File: src/design/mprq_pkg.sv
`timescale 1ns / 1ps
`default_nettype none

package mprq_pkg;

    localparam int KIND_W = 2;
    localparam int ID_W   = 6;
    localparam int PRIO_W = 3;
    localparam int CNT_W  = 7;

    localparam logic [CNT_W-1:0] COUNT_MAX = 7'd127;

    typedef enum logic [KIND_W-1:0] {
        KIND_INSERT = 2'd0,
        KIND_REMOVE = 2'd1,
        KIND_NEXT   = 2'd2,
        KIND_NONE   = 2'd3
    } kind_t;

    typedef enum logic [1:0] {
        ST_IDLE,
        ST_PICK,
        ST_EXEC,
        ST_LINK
    } state_t;

    // controller to datapath
    typedef struct packed {
        logic capture;
        logic pick;
        logic exec;
        logic link;
    } cmd_t;

    // datapath to controller
    typedef struct packed {
        logic pop_hit;
    } status_t;

endpackage

`default_nettype wire

File: src/design/mprq_ctrl.sv
`timescale 1ns / 1ps
`default_nettype none

module mprq_ctrl
(
    input  wire logic              clk,
    input  wire logic              rst_n,
    input  wire logic              start,
    input  wire mprq_pkg::status_t status,
    output mprq_pkg::cmd_t         cmd,
    output logic                   busy
);

    mprq_pkg::state_t state_reg;
    mprq_pkg::state_t state_next;

    always_ff @(posedge clk or negedge rst_n)
    begin
        if (!rst_n)
        begin
            state_reg <= mprq_pkg::ST_IDLE;
        end
        else
        begin
            state_reg <= state_next;
        end
    end

    always_comb
    begin
        state_next  = state_reg;
        cmd         = '0;
        busy        = 1'b1;
        case (state_reg)
            mprq_pkg::ST_IDLE:
            begin
                busy = 1'b0;
                if (start)
                begin
                    cmd.capture = 1'b1;
                    state_next  = mprq_pkg::ST_PICK;
                end
            end
            mprq_pkg::ST_PICK:
            begin
                cmd.pick   = 1'b1;
                state_next = mprq_pkg::ST_EXEC;
            end
            mprq_pkg::ST_EXEC:
            begin
                cmd.exec = 1'b1;
                if (status.pop_hit)
                begin
                    state_next = mprq_pkg::ST_LINK;
                end
                else
                begin
                    state_next = mprq_pkg::ST_IDLE;
                end
            end
            mprq_pkg::ST_LINK:
            begin
                cmd.link   = 1'b1;
                state_next = mprq_pkg::ST_IDLE;
            end
            default:
            begin
                state_next = mprq_pkg::ST_IDLE;
            end
        endcase
    end

endmodule

`default_nettype wire

File: src/design/mprq_dp.sv
`timescale 1ns / 1ps
`default_nettype none

module mprq_dp
#(
    parameter int NUM_LEVELS  = 8,
    parameter int NUM_THREADS = 64
)
(
    input  wire logic                           clk,
    input  wire logic                           rst_n,
    input  wire mprq_pkg::cmd_t                 cmd,
    output mprq_pkg::status_t                   status,
    input  wire logic [mprq_pkg::KIND_W-1:0]    kind,
    input  wire logic [mprq_pkg::ID_W-1:0]      thread_id,
    input  wire logic [mprq_pkg::PRIO_W-1:0]    priority_req,
    output logic                                done,
    output logic [mprq_pkg::ID_W-1:0]           popped_id,
    output logic                                found,
    output logic                                all_empty
);

    localparam int LW = (NUM_LEVELS > 1) ? $clog2(NUM_LEVELS) : 1;
    localparam int TW = (NUM_THREADS > 1) ? $clog2(NUM_THREADS) : 1;

    logic [mprq_pkg::KIND_W-1:0] kind_reg;
    logic [mprq_pkg::ID_W-1:0]   tid_reg;
    logic [mprq_pkg::PRIO_W-1:0] prio_reg;
    logic [LW-1:0]               lvl_reg;
    logic                        lvl_ok_reg;

    logic [mprq_pkg::CNT_W-1:0]  count_reg [NUM_LEVELS];
    logic [NUM_LEVELS-1:0]       nonempty_reg;
    logic [mprq_pkg::ID_W-1:0]   head_reg [NUM_LEVELS];
    logic [mprq_pkg::ID_W-1:0]   tail_reg [NUM_LEVELS];

    logic [mprq_pkg::ID_W-1:0]   link_mem [NUM_THREADS];
    logic [mprq_pkg::ID_W-1:0]   link_rd_reg;

    logic                        done_reg;
    logic [mprq_pkg::ID_W-1:0]   popped_reg;
    logic                        found_reg;
    logic                        all_empty_reg;

    // level selection
    logic [LW-1:0]               first_lvl;
    logic [LW-1:0]               lvl_next;
    logic                        lvl_ok_next;

    // selected level view
    logic [mprq_pkg::CNT_W-1:0]  cnt_cur;
    logic [mprq_pkg::ID_W-1:0]   head_cur;
    logic [mprq_pkg::ID_W-1:0]   tail_cur;
    logic                        is_insert;
    logic                        is_pop;
    logic                        ins_ok;
    logic                        pop_hit;
    logic [NUM_LEVELS-1:0]       nonempty_next;

    always_comb
    begin
        first_lvl = '0;
        for (int i = NUM_LEVELS - 1; i >= 0; i--)
        begin
            if (nonempty_reg[i])
            begin
                first_lvl = LW'(i);
            end
        end
    end

    always_comb
    begin
        lvl_next    = LW'(prio_reg);
        lvl_ok_next = 1'b0;
        case (kind_reg)
            mprq_pkg::KIND_INSERT, mprq_pkg::KIND_REMOVE:
            begin
                lvl_ok_next = (32'(prio_reg) < NUM_LEVELS);
            end
            mprq_pkg::KIND_NEXT:
            begin
                lvl_next    = first_lvl;
                lvl_ok_next = |nonempty_reg;
            end
            default:
            begin
                lvl_ok_next = 1'b0;
            end
        endcase
    end

    assign cnt_cur   = count_reg[lvl_reg];
    assign head_cur  = head_reg[lvl_reg];
    assign tail_cur  = tail_reg[lvl_reg];
    assign is_insert = (kind_reg == mprq_pkg::KIND_INSERT);
    assign is_pop    = (kind_reg == mprq_pkg::KIND_REMOVE) || (kind_reg == mprq_pkg::KIND_NEXT);
    assign ins_ok    = is_insert && lvl_ok_reg && (32'(tid_reg) < NUM_THREADS)
                       && (cnt_cur != mprq_pkg::COUNT_MAX);
    assign pop_hit   = is_pop && lvl_ok_reg && (cnt_cur != '0);

    assign status.pop_hit = pop_hit;

    always_comb
    begin
        nonempty_next = nonempty_reg;
        if (cmd.exec && ins_ok)
        begin
            nonempty_next[lvl_reg] = 1'b1;
        end
        else if (cmd.link)
        begin
            nonempty_next[lvl_reg] = (cnt_cur != mprq_pkg::CNT_W'(1));
        end
    end

    always_ff @(posedge clk)
    begin
        if (cmd.capture)
        begin
            kind_reg <= kind;
            tid_reg  <= thread_id;
            prio_reg <= priority_req;
        end
        if (cmd.pick)
        begin
            lvl_reg    <= lvl_next;
            lvl_ok_reg <= lvl_ok_next;
        end
        if (cmd.exec && ins_ok)
        begin
            if (cnt_cur == '0)
            begin
                head_reg[lvl_reg] <= tid_reg;
            end
            tail_reg[lvl_reg] <= tid_reg;
        end
        if (cmd.link && (cnt_cur > mprq_pkg::CNT_W'(1)))
        begin
            head_reg[lvl_reg] <= link_rd_reg;
        end
    end

    // next-link store
    always_ff @(posedge clk)
    begin
        if (cmd.exec && ins_ok && (cnt_cur != '0))
        begin
            link_mem[TW'(tail_cur)] <= tid_reg;
        end
        if (cmd.exec && pop_hit)
        begin
            link_rd_reg <= link_mem[TW'(head_cur)];
        end
    end

    always_ff @(posedge clk or negedge rst_n)
    begin
        if (!rst_n)
        begin
            for (int i = 0; i < NUM_LEVELS; i++)
            begin
                count_reg[i] <= '0;
            end
            nonempty_reg <= '0;
            done_reg     <= 1'b0;
        end
        else
        begin
            nonempty_reg <= nonempty_next;
            if (cmd.exec && ins_ok)
            begin
                count_reg[lvl_reg] <= cnt_cur + mprq_pkg::CNT_W'(1);
            end
            else if (cmd.link)
            begin
                count_reg[lvl_reg] <= cnt_cur - mprq_pkg::CNT_W'(1);
            end
            done_reg <= (cmd.exec && !pop_hit) || cmd.link;
        end
    end

    always_ff @(posedge clk)
    begin
        if ((cmd.exec && !pop_hit) || cmd.link)
        begin
            popped_reg    <= cmd.link ? head_cur : '0;
            found_reg     <= cmd.link;
            all_empty_reg <= ~|nonempty_next;
        end
    end

    assign done      = done_reg;
    assign popped_id = popped_reg;
    assign found     = found_reg;
    assign all_empty = all_empty_reg;

endmodule

`default_nettype wire

File: src/design/multi_priority_ready_queue_core.sv
`timescale 1ns / 1ps
`default_nettype none

// Multilevel ready queue: one FIFO of thread ids per priority level, level 0 highest.
// Command channel: an item (kind, thread_id, priority_req) is taken on a clock edge
// with start high and busy low. kind selects insert at tail, remove head of the
// given level, or remove head of the highest non-empty level; KIND_NONE does nothing.
// Result channel: done pulses for one cycle with popped_id, found and all_empty;
// every item gives exactly one result. The receiver cannot stall, so the result
// is simply presented for that single cycle.
// For an insert or an empty pop, done is registered as the execute state ends; for a
// pop that finds a thread, as the link state ends. busy drops in the cycle done is
// high, so the next item can be taken while the last result is shown, not before. The
// link step of a pop is there because the read of the next-link memory is registered
// before the head pointer is updated; the level pick (priority encode over the
// non-empty flags) has a state of its own.
// Reset clears the level counts and non-empty flags at once; head, tail and link
// storage need no clearing since an empty level never reads them.
module multi_priority_ready_queue_core
#(
    parameter int NUM_LEVELS  = 8,
    parameter int NUM_THREADS = 64
)
(
    input  wire logic                           clk,
    input  wire logic                           rst_n,
    input  wire logic                           start,
    output logic                                busy,
    input  wire logic [mprq_pkg::KIND_W-1:0]    kind,
    input  wire logic [mprq_pkg::ID_W-1:0]      thread_id,
    input  wire logic [mprq_pkg::PRIO_W-1:0]    priority_req,
    output logic                                done,
    output logic [mprq_pkg::ID_W-1:0]           popped_id,
    output logic                                found,
    output logic                                all_empty
);

    mprq_pkg::cmd_t    cmd;
    mprq_pkg::status_t status;

    // sequencer: capture, pick level, execute, and for a hit pop the link step
    mprq_ctrl u_ctrl
    (
        .clk    (clk),
        .rst_n  (rst_n),
        .start  (start),
        .status (status),
        .cmd    (cmd),
        .busy   (busy)
    );

    // pointers, counts, link memory and result registers
    mprq_dp
    #(
        .NUM_LEVELS  (NUM_LEVELS),
        .NUM_THREADS (NUM_THREADS)
    )
    u_dp
    (
        .clk          (clk),
        .rst_n        (rst_n),
        .cmd          (cmd),
        .status       (status),
        .kind         (kind),
        .thread_id    (thread_id),
        .priority_req (priority_req),
        .done         (done),
        .popped_id    (popped_id),
        .found        (found),
        .all_empty    (all_empty)
    );

endmodule

`default_nettype wire

File: config.mk
export PLATFORM = sky130hd
export DESIGN_NAME = multi_priority_ready_queue_core
export DESIGN_NICKNAME = d
export VERILOG_FILES = /design/src/design/mprq_pkg.sv /design/src/design/mprq_ctrl.sv /design/src/design/mprq_dp.sv /design/src/design/multi_priority_ready_queue_core.sv
export SDC_FILE = /design/constraint.sdc
export NUM_CORES = 1
export LEC_CHECK = 0
export BUFFER_PORTS_ARGS = -buffer_cell sky130_fd_sc_hd__buf_2
export CELL_PAD_IN_SITES_DETAIL_PLACEMENT = 0
export CELL_PAD_IN_SITES_GLOBAL_PLACEMENT = 1
export CORE_AREA = 2 2 251 253
export CTS_BUF_LIST = sky130_fd_sc_hd__clkbuf_4
export DETAILED_ROUTE_END_ITERATION = 8
export DIE_AREA = 0 0 253 255
export PLACE_DENSITY = 0.66
export SLEW_MARGIN = 0
export SYNTH_ARGS = -nofsm -noshare
export SYNTH_HDL_FRONTEND = slang
export SYNTH_SLANG_ARGS = --single-unit
File: constraint.sdc
create_clock -name clk -period 6.7 [get_ports clk]
set_clock_uncertainty 0.15 [all_clocks]
set_input_delay 0.335 -clock clk [delete_from_list [all_inputs] [get_ports clk]]
set_output_delay 0.335 -clock clk [all_outputs]
set_load 0.005 [all_outputs]
; After elaboration in Yosys (flattened, before gate mapping)
; Memories as Yosys holds them, arrays and structs flattened. A register that Yosys moved wholly into a read port is not among the register bits.
; Index checks and enable logic that the tools add are counted.
[totals]
ff_bits = 90
mem_bits_rw = 480
in_bits = 14
out_inout_bits = 10
n_memories = 3
[classes]
addsub = 2
order_cmp = 5
n_eq_ne = 8
n_mux = 45
bitwise = 3
n_reduce_logical = 23
[mem_list]
columns = name, words, width, rd, rd_ports_with_merged_regs, wr, line_no
row1 = u_dp.link_mem, 64, 6, 1, 1, 1, mprq_dp.sv:37  ; logic [mprq_pkg::ID_W-1:0] link_mem [NUM_THREADS];
row2 = u_dp.head_reg, 8, 6, 1, 1, 1, mprq_dp.sv:34  ; logic [mprq_pkg::ID_W-1:0] head_reg [NUM_LEVELS];
row3 = u_dp.tail_reg, 8, 6, 1, 1, 1, mprq_dp.sv:35  ; logic [mprq_pkg::ID_W-1:0] tail_reg [NUM_LEVELS];
[op_table]
columns = operator, n
row1 = $bwmux 56, 2
row2 = $mux 56, 2
row3 = $mux 3, 11
row4 = $bmux 7 s3, 1
row5 = $demux 7 s3, 1
row6 = $mux 7, 3
row7 = $mux 1, 16
row8 = $mux 8, 2
row9 = $reduce_or 8->1, 2
row10 = $logic_and 1x1->1, 11
row11 = $bwmux 8, 1
row12 = $or 8x8->8, 1
row13 = $pmux 2 s4, 1
row14 = $add 7x1->7 const B, 1
row15 = $gt 7x1->1 const B, 1
row16 = $logic_not 7->1, 1
row17 = $ne 7x1->1 const B, 1
row18 = $ne 7x7->1 const B, 1
row19 = $reduce_bool 7->1, 1
row20 = $sub 7x1->7 const B, 1
row21 = $eq 2x2->1 const B, 3
row22 = $mux 6, 1
row23 = $eq 2x1->1 const B, 2
row24 = $ge 4x4->1 const B, 1
row25 = 14 further kinds, 18

; Longest topological paths before layout
[logic_depth]
word_depth = 10
ltp_mapped = 18
ltp_nobuf = 11

; Cells and area by module
; Synthesis repeated with hierarchy kept, for this count alone.
[hier_totals]
cells_unflattened = 1592
area_unflattened_um2 = 23842.9
[modules_own_cells]
columns = module, n_inst, cells_per_inst, area_each_um2, seq_area_each_um2
row1 = mprq_dp, 1, 1581, 23739.0, 16971.3
row2 = mprq_ctrl, 1, 11, 103.8, 50.0

; Worst setup path after synthesis
; OpenSTA, ideal clock, no wires.
[synth_path]
path_type = reg-to-reg
from = reg u_dp.lvl_reg[2]
to = mem u_dp.link_mem[35][0] in the netlist's numbering (enable)
setup_ns = 0.350
t_arrival_ns = 3.363
slack_ns = 2.837
stages_incl_launch_ff = 16
path_buffers = 5
path_cell_list = edfxtp_1 buf_6 buf_6 mux4_2 a221oi_1 buf_2 inv_1 ha_1 inv_1 nor2_1 and4_1 buf_6 a21oi_4 buf_4 nand4_2 nor2_1
[synth_between]
elab_chain_cells = 10
elab_cells_between_ends = 11
classes_between = 1 x eq/ne / 5 x mux / 1 x bitwise / 4 x reduce/logical
[synth_lines]
columns = element, line_no
row1 = from (decl), mprq_dp.sv:29  ; logic [LW-1:0] lvl_reg;
row2 = from (signal assigned), mprq_dp.sv:127  ; lvl_reg <= lvl_next;
row3 = $not 3->4 (not written as such) (*), mprq_dp.sv:93  ; assign cnt_cur = count_reg[lvl_reg];
row4 = $bmux 7 s3 (*), mprq_dp.sv:93
row5 = $mux 7 (not written as such) (*) (2 in series), mprq_dp.sv:93
row6 = $ne 7x7->1, mprq_dp.sv:99  ; && (cnt_cur != mprq_pkg::COUNT_MAX);
row7 = $logic_and 1x1->1, mprq_dp.sv:99
row8 = $logic_and 1x1->1, mprq_dp.sv:147  ; if (cmd.exec && ins_ok && (cnt_cur != '0))
row9 = $logic_and 1x1->1 (*), mprq_dp.sv:147
row10 = $mux 1 (*), mprq_dp.sv:147
row11 = $mux 1 (not written as such) (*), mprq_dp.sv:149  ; link_mem[TW'(tail_cur)] <= tid_reg;
row12 = to (decl), mprq_dp.sv:37
; Every way passes the cells marked *; elsewhere a longest branch is shown, timed or not. The select of a mux whose other input is x is not followed.

; Worst setup path in the final report
[layout_path]
from = reg u_dp.lvl_reg[1]
to = mem u_dp.link_mem[48][3] in the netlist's numbering (enable)
; Same word-level chain as after synthesis.

==> run_results.csv <==
group,metric,value,unit
power,peakVddDrop,0.566,mV
flow_run,max-cap-violations,0,
placed_design,dpl_cell_area,25300,µm²
drt,topRoutingLayerUsed,"met4",
clock_tree,cts_sinks,579,
floorplanning,placeableCoreArea,62200,µm²
critical_path,critical_path_class,"reg2reg",
sta,final_period_minus_worst_setup_slack,5170,ps
placed_design,routabilityCongestion,0.858,
floorplanning,num_rows,92,
floorplanning,die_outline_width,253,µm
drt,drt_pass1_iterations,5,
cells_and_area,area_growth_syn_to_layout,12.6,%
critical_path,worstSetupStartpointType,"flip-flop",
clock_tree,worstSkewPairLatency,990,ps
yosys,syn_inst,1547,
clock_tree,number_of_buffers_inserted_during_clock_tree_synthesis,153,
global_routing,grt_util_all_layers,0.197,
critical_path,cp_num_buf_inv,3,
drt,antenna_left,0,
critical_path,crit_family,"simple AND/OR/NAND/NOR gates",
cells_and_area,flip_flop_count_of_the_largest_register_all_copies_and_words_added,384,
yosys,synth_enable_flop_cells,509,
drt,avgRoutedWirePerCell,23.9,µm
critical_path,timing.critical_path.slowest_cell_delay,1030,ps
yosys,synthArstFlopShare,0.116,
sta,total_setup_violations_reported_at_the_end_of_the_flow,0,
drt,met3_wire_length,4.16,mm
floorplanning,fp.dieArea,64500,µm²
drt,vias_cell,5.53,
yosys,postSynthNetCount,1568,
yosys,largest_family_of_logic_cells_by_synthesized_area,"multiplexers",
floorplanning,boundaryPins,24,
critical_path,cpMostUsedCell,"sky130_fd_sc_hd__nor2_1",
global_routing,grt_max_degree,157,
critical_path,worst_path_cell_trace,"nor2_1 -> a22o_1 -> a222oi_1 -> buf_4 -> inv_1 -> ha_1 -> inv_1 -> nor2_1 -> and4_1 -> a21oi_4 -> nand4_1 -> nor2_1",
clock_tree,clockBufferDepth,3,
clock_tree,cts_root_buffer,"sky130_fd_sc_hd__clkbuf_4",
sta,unrepaired_setup_endpoints_after_global_routing,"no",
yosys,post_synth_and_or_nand_nor_area_fraction,0.0547,
drt,met1Wirelength,27.6,mm
yosys,yosys.cell_types.count,71,
status,status,"complete, no violations",
clock_tree,cts-resized-gates,0,
global_routing,globalRouteOverflowTotal,0,
clock_tree,clock_tree_from_tritoncts,"built",
yosys,synthAdderAreaFrac,0.00359,
critical_path,cp-end-kind,"flip-flop",
yosys,synth_flop_cell,"sky130_fd_sc_hd__edfxtp_1",
cells_and_area,drive_gt1_frac,0.217,
sta,fin_setup_tns,0,ps
global_routing,global_route_wire_length_before_repair,92.4,mm
clock_tree,worst_setup_hold_path_clk_slew,70,ps
critical_path,critical_path_required,7120,ps
critical_path,timing.critical_path.fanout_max,27,
power,cellLeakagePower,9.64,nW
power,power_per_cell_area,456,nW/µm²
sta,timing.fmax,0.193,GHz
drt,wl,62.1,mm
min_path,worstHoldPathType,"reg2reg",
global_routing,number_of_antenna_violations_at_the_first_check_in_global_routing,2,
sta,final_hold_viol_count,0,
yosys,yosys.area_share.xor_xnor,0.00359,
floorplanning,dieHeight,255,µm
drt,drt_iter0_drc,1131,
floorplanning,initial_utilization,0.393,
drt,met2_wirelength,29.2,mm
global_routing,first_global_vias,15000,
yosys,avgSynthCellArea,15.8,µm²
cells_and_area,fin_nets,1709,
power,totalPowerFinal,12.5,mW
sta,max_slew.worst_pin.slew,1040,ps
yosys,synth_sequential_area_ratio,0.697,
critical_path,cp_slowest_cell,"sky130_fd_sc_hd__edfxtp_1",
drt,num_vias,14300,
yosys,synth_compound_area_frac,0.0768,
sta,final.hold.worst_slack,339,ps
cells_and_area,nFillCells,5520,
cells_and_area,multi_input_comb_area,6900,µm²
cells_and_area,design_area,27500,µm²
drt,drt_drc_violations_left,0,
sta,drv_slew,0,
clock_tree,h-tree-depth,4,
cells_and_area,ff_latch_area,17000,µm²
yosys,synth.yosys.warnings,0,
yosys,syn-cell-area,24400,µm²
sta,timing.slew.headroom,0.308,
yosys,synth_seq_cells,579,
placed_design,io_buffer_count,23,
placed_design,hpwlAfterDp,37.6,mm
critical_path,worst-endpoint-arrival,5590,ps
yosys,synthMuxAreaShare,0.142,
sta,final_clock_period_utilization_by_the_worst_path,0.772,
## power breakdown
group          leakage [nW]  switching (mW)  internal, mW  total (mW)
registers              5.46           0.277          4.40        4.68
logic                  3.06            3.10          1.74        4.84
clock network          1.13            1.44          1.58        3.02
total                  9.64            4.81          7.73        12.5
## path summary, 6_finish.rpt
| path | end | from | cells past startpoint | slack [ps] |
|---|---|---|---|---|
| setup / recovery | u_dp.link_mem[48][3] | u_dp.lvl_reg[1] | 12 | 1530 |
| hold / removal | u_dp.count_reg[16] | u_dp.count_reg[16] | 1 | 340 |
| setup reg to reg | u_dp.link_mem[48][3] | u_dp.lvl_reg[1] | 12 | 1530 |
| hold reg to reg | u_dp.count_reg[16] | u_dp.count_reg[16] | 1 | 340 |
| max in group asynchronous | u_dp.count_reg[4] | rst_n | 4 | 5290 |
| min in group asynchronous | u_dp.nonempty_reg[1] | rst_n | 4 | 520 |
## synthesized netlist by cell type, types with 5 or more instances
| master | count | area (µm²) |
|---|---|---|
| sky130_fd_sc_hd__o21a_1 | 8 | 60.1 |
| sky130_fd_sc_hd__nor2_1 | 131 | 492 |
| sky130_fd_sc_hd__a21oi_1 | 10 | 50.1 |
| sky130_fd_sc_hd__inv_1 | 19 | 71.3 |
| sky130_fd_sc_hd__ha_1 | 7 | 87.6 |
| sky130_fd_sc_hd__or3_1 | 5 | 31.3 |
| sky130_fd_sc_hd__a221oi_1 | 50 | 438 |
| sky130_fd_sc_hd__o2bb2ai_1 | 9 | 78.8 |
| sky130_fd_sc_hd__buf_6 | 5 | 56.3 |
| sky130_fd_sc_hd__mux2i_1 | 227 | 2270 |
| sky130_fd_sc_hd__xnor2_1 | 9 | 78.8 |
| sky130_fd_sc_hd__o22a_1 | 11 | 96.3 |
| sky130_fd_sc_hd__mux4_2 | 27 | 608 |
| sky130_fd_sc_hd__nor3_1 | 9 | 45.0 |
| sky130_fd_sc_hd__nand2_1 | 56 | 210 |
| sky130_fd_sc_hd__mux2_2 | 48 | 541 |
| sky130_fd_sc_hd__buf_2 | 46 | 230 |
| sky130_fd_sc_hd__clkbuf_1 | 23 | 86.3 |
| sky130_fd_sc_hd__o22ai_1 | 5 | 31.3 |
| sky130_fd_sc_hd__nand4_2 | 8 | 100 |
| sky130_fd_sc_hd__o211ai_1 | 30 | 225 |
| sky130_fd_sc_hd__nand4_1 | 18 | 113 |
| sky130_fd_sc_hd__o21ai_0 | 58 | 290 |
| sky130_fd_sc_hd__a211oi_1 | 5 | 37.5 |
| sky130_fd_sc_hd__nand3_1 | 19 | 95.1 |
| sky130_fd_sc_hd__o31ai_1 | 5 | 37.5 |
| sky130_fd_sc_hd__edfxtp_1 | 509 | 15300 |
| sky130_fd_sc_hd__a221o_1 | 5 | 50.1 |
| sky130_fd_sc_hd__dfrtp_1 | 67 | 1680 |
| sky130_fd_sc_hd__a22oi_1 | 10 | 75.1 |
| sky130_fd_sc_hd__buf_4 | 11 | 82.6 |
| sky130_fd_sc_hd__a31oi_1 | 7 | 43.8 |
| sky130_fd_sc_hd__o21ai_1 | 18 | 90.1 |
| sky130_fd_sc_hd__nor2b_1 | 7 | 43.8 |
## worst reg2reg max path: stages (launching register included)
cell and delay [ps]:
sky130_fd_sc_hd__edfxtp_1 1030, sky130_fd_sc_hd__nor2_1 280, sky130_fd_sc_hd__a22o_1 300, sky130_fd_sc_hd__a222oi_1 380, sky130_fd_sc_hd__buf_4 220, sky130_fd_sc_hd__inv_1 50, sky130_fd_sc_hd__ha_1 230, sky130_fd_sc_hd__inv_1 110
sky130_fd_sc_hd__nor2_1 70, sky130_fd_sc_hd__and4_1 350, sky130_fd_sc_hd__a21oi_4 490, sky130_fd_sc_hd__nand4_1 560, sky130_fd_sc_hd__nor2_1 580
## layout make-up
cell class / count / area share
Tap cell: 799 / 0.0364
Clock inverter: 49 / 0.0113
Timing Repair Buffer: 75 / 0.0216
Antenna cell: 3 / 0.000273
Sequential cell: 579 / 0.619
Multi-Input combinational cell: 859 / 0.251
Clock buffer: 212 / 0.0579
Inverter: 20 / 0.00273
## per-stage QoR
stage / std cells / utilization / setup slack (ps)
2_1_floorplan: 1547 / - / 2840
3_3_place_gp: 2307 / 0.408 / 1800
3_5_place_dp: 2307 / 0.408 / 1550
4_1_cts: 2593 / 0.442 / 1520
5_1_grt: 2596 / 0.442 / 1250
6_report: 2596 / 0.442 / 1530
## cell families after synthesis
kind of cell / after synthesis
buffers and inverters: 109
XOR/XNOR: 10
AO/OA/AOI/OAI: 257
flip-flops: 579
AND/OR/NAND/NOR: 280
multiplexers: 305
adder cells (fa/ha/maj): 7
## cell usage in the layout (no fill, tap or decap), drive strengths merged, types with 4 or more instances in the layout
cell type	count
edfxtp	509
mux2i	228
clkbuf	212
nor2	135
o21ai	76
dfrtp	67
nand2	56
a221oi	51
mux2	50
buf	50
clkinv	39
o211ai	30
mux4	27
nand4	26
dlygate4sd3	25
inv	25
nand3	19
o22a	12
a21oi	11
a22oi	10
nor3	10
xnor2	9
o2bb2ai	9
o21a	8
a211oi	8
nor2b	7
ha	7
a31oi	7
a221o	6
o22ai	5
or3	5
o31ai	5
nand2b	4
o221ai	4
nor4	4
## what timing repair did
action | in CTS | in global routing
endpoints found under the setup margin | 0 | 0
hold buffers | 25 | 0
endpoints found under the hold margin | 90 | 0
buffers inserted | 0 | 0
## layer usage
metal	vias up	GRT usage
met1	7276	0.267
met2	515	0.307
met3	76	0.0517
met4	0	0.0700
li1	6477	-
met5	-	0
(Power assumes the default switching activity.)
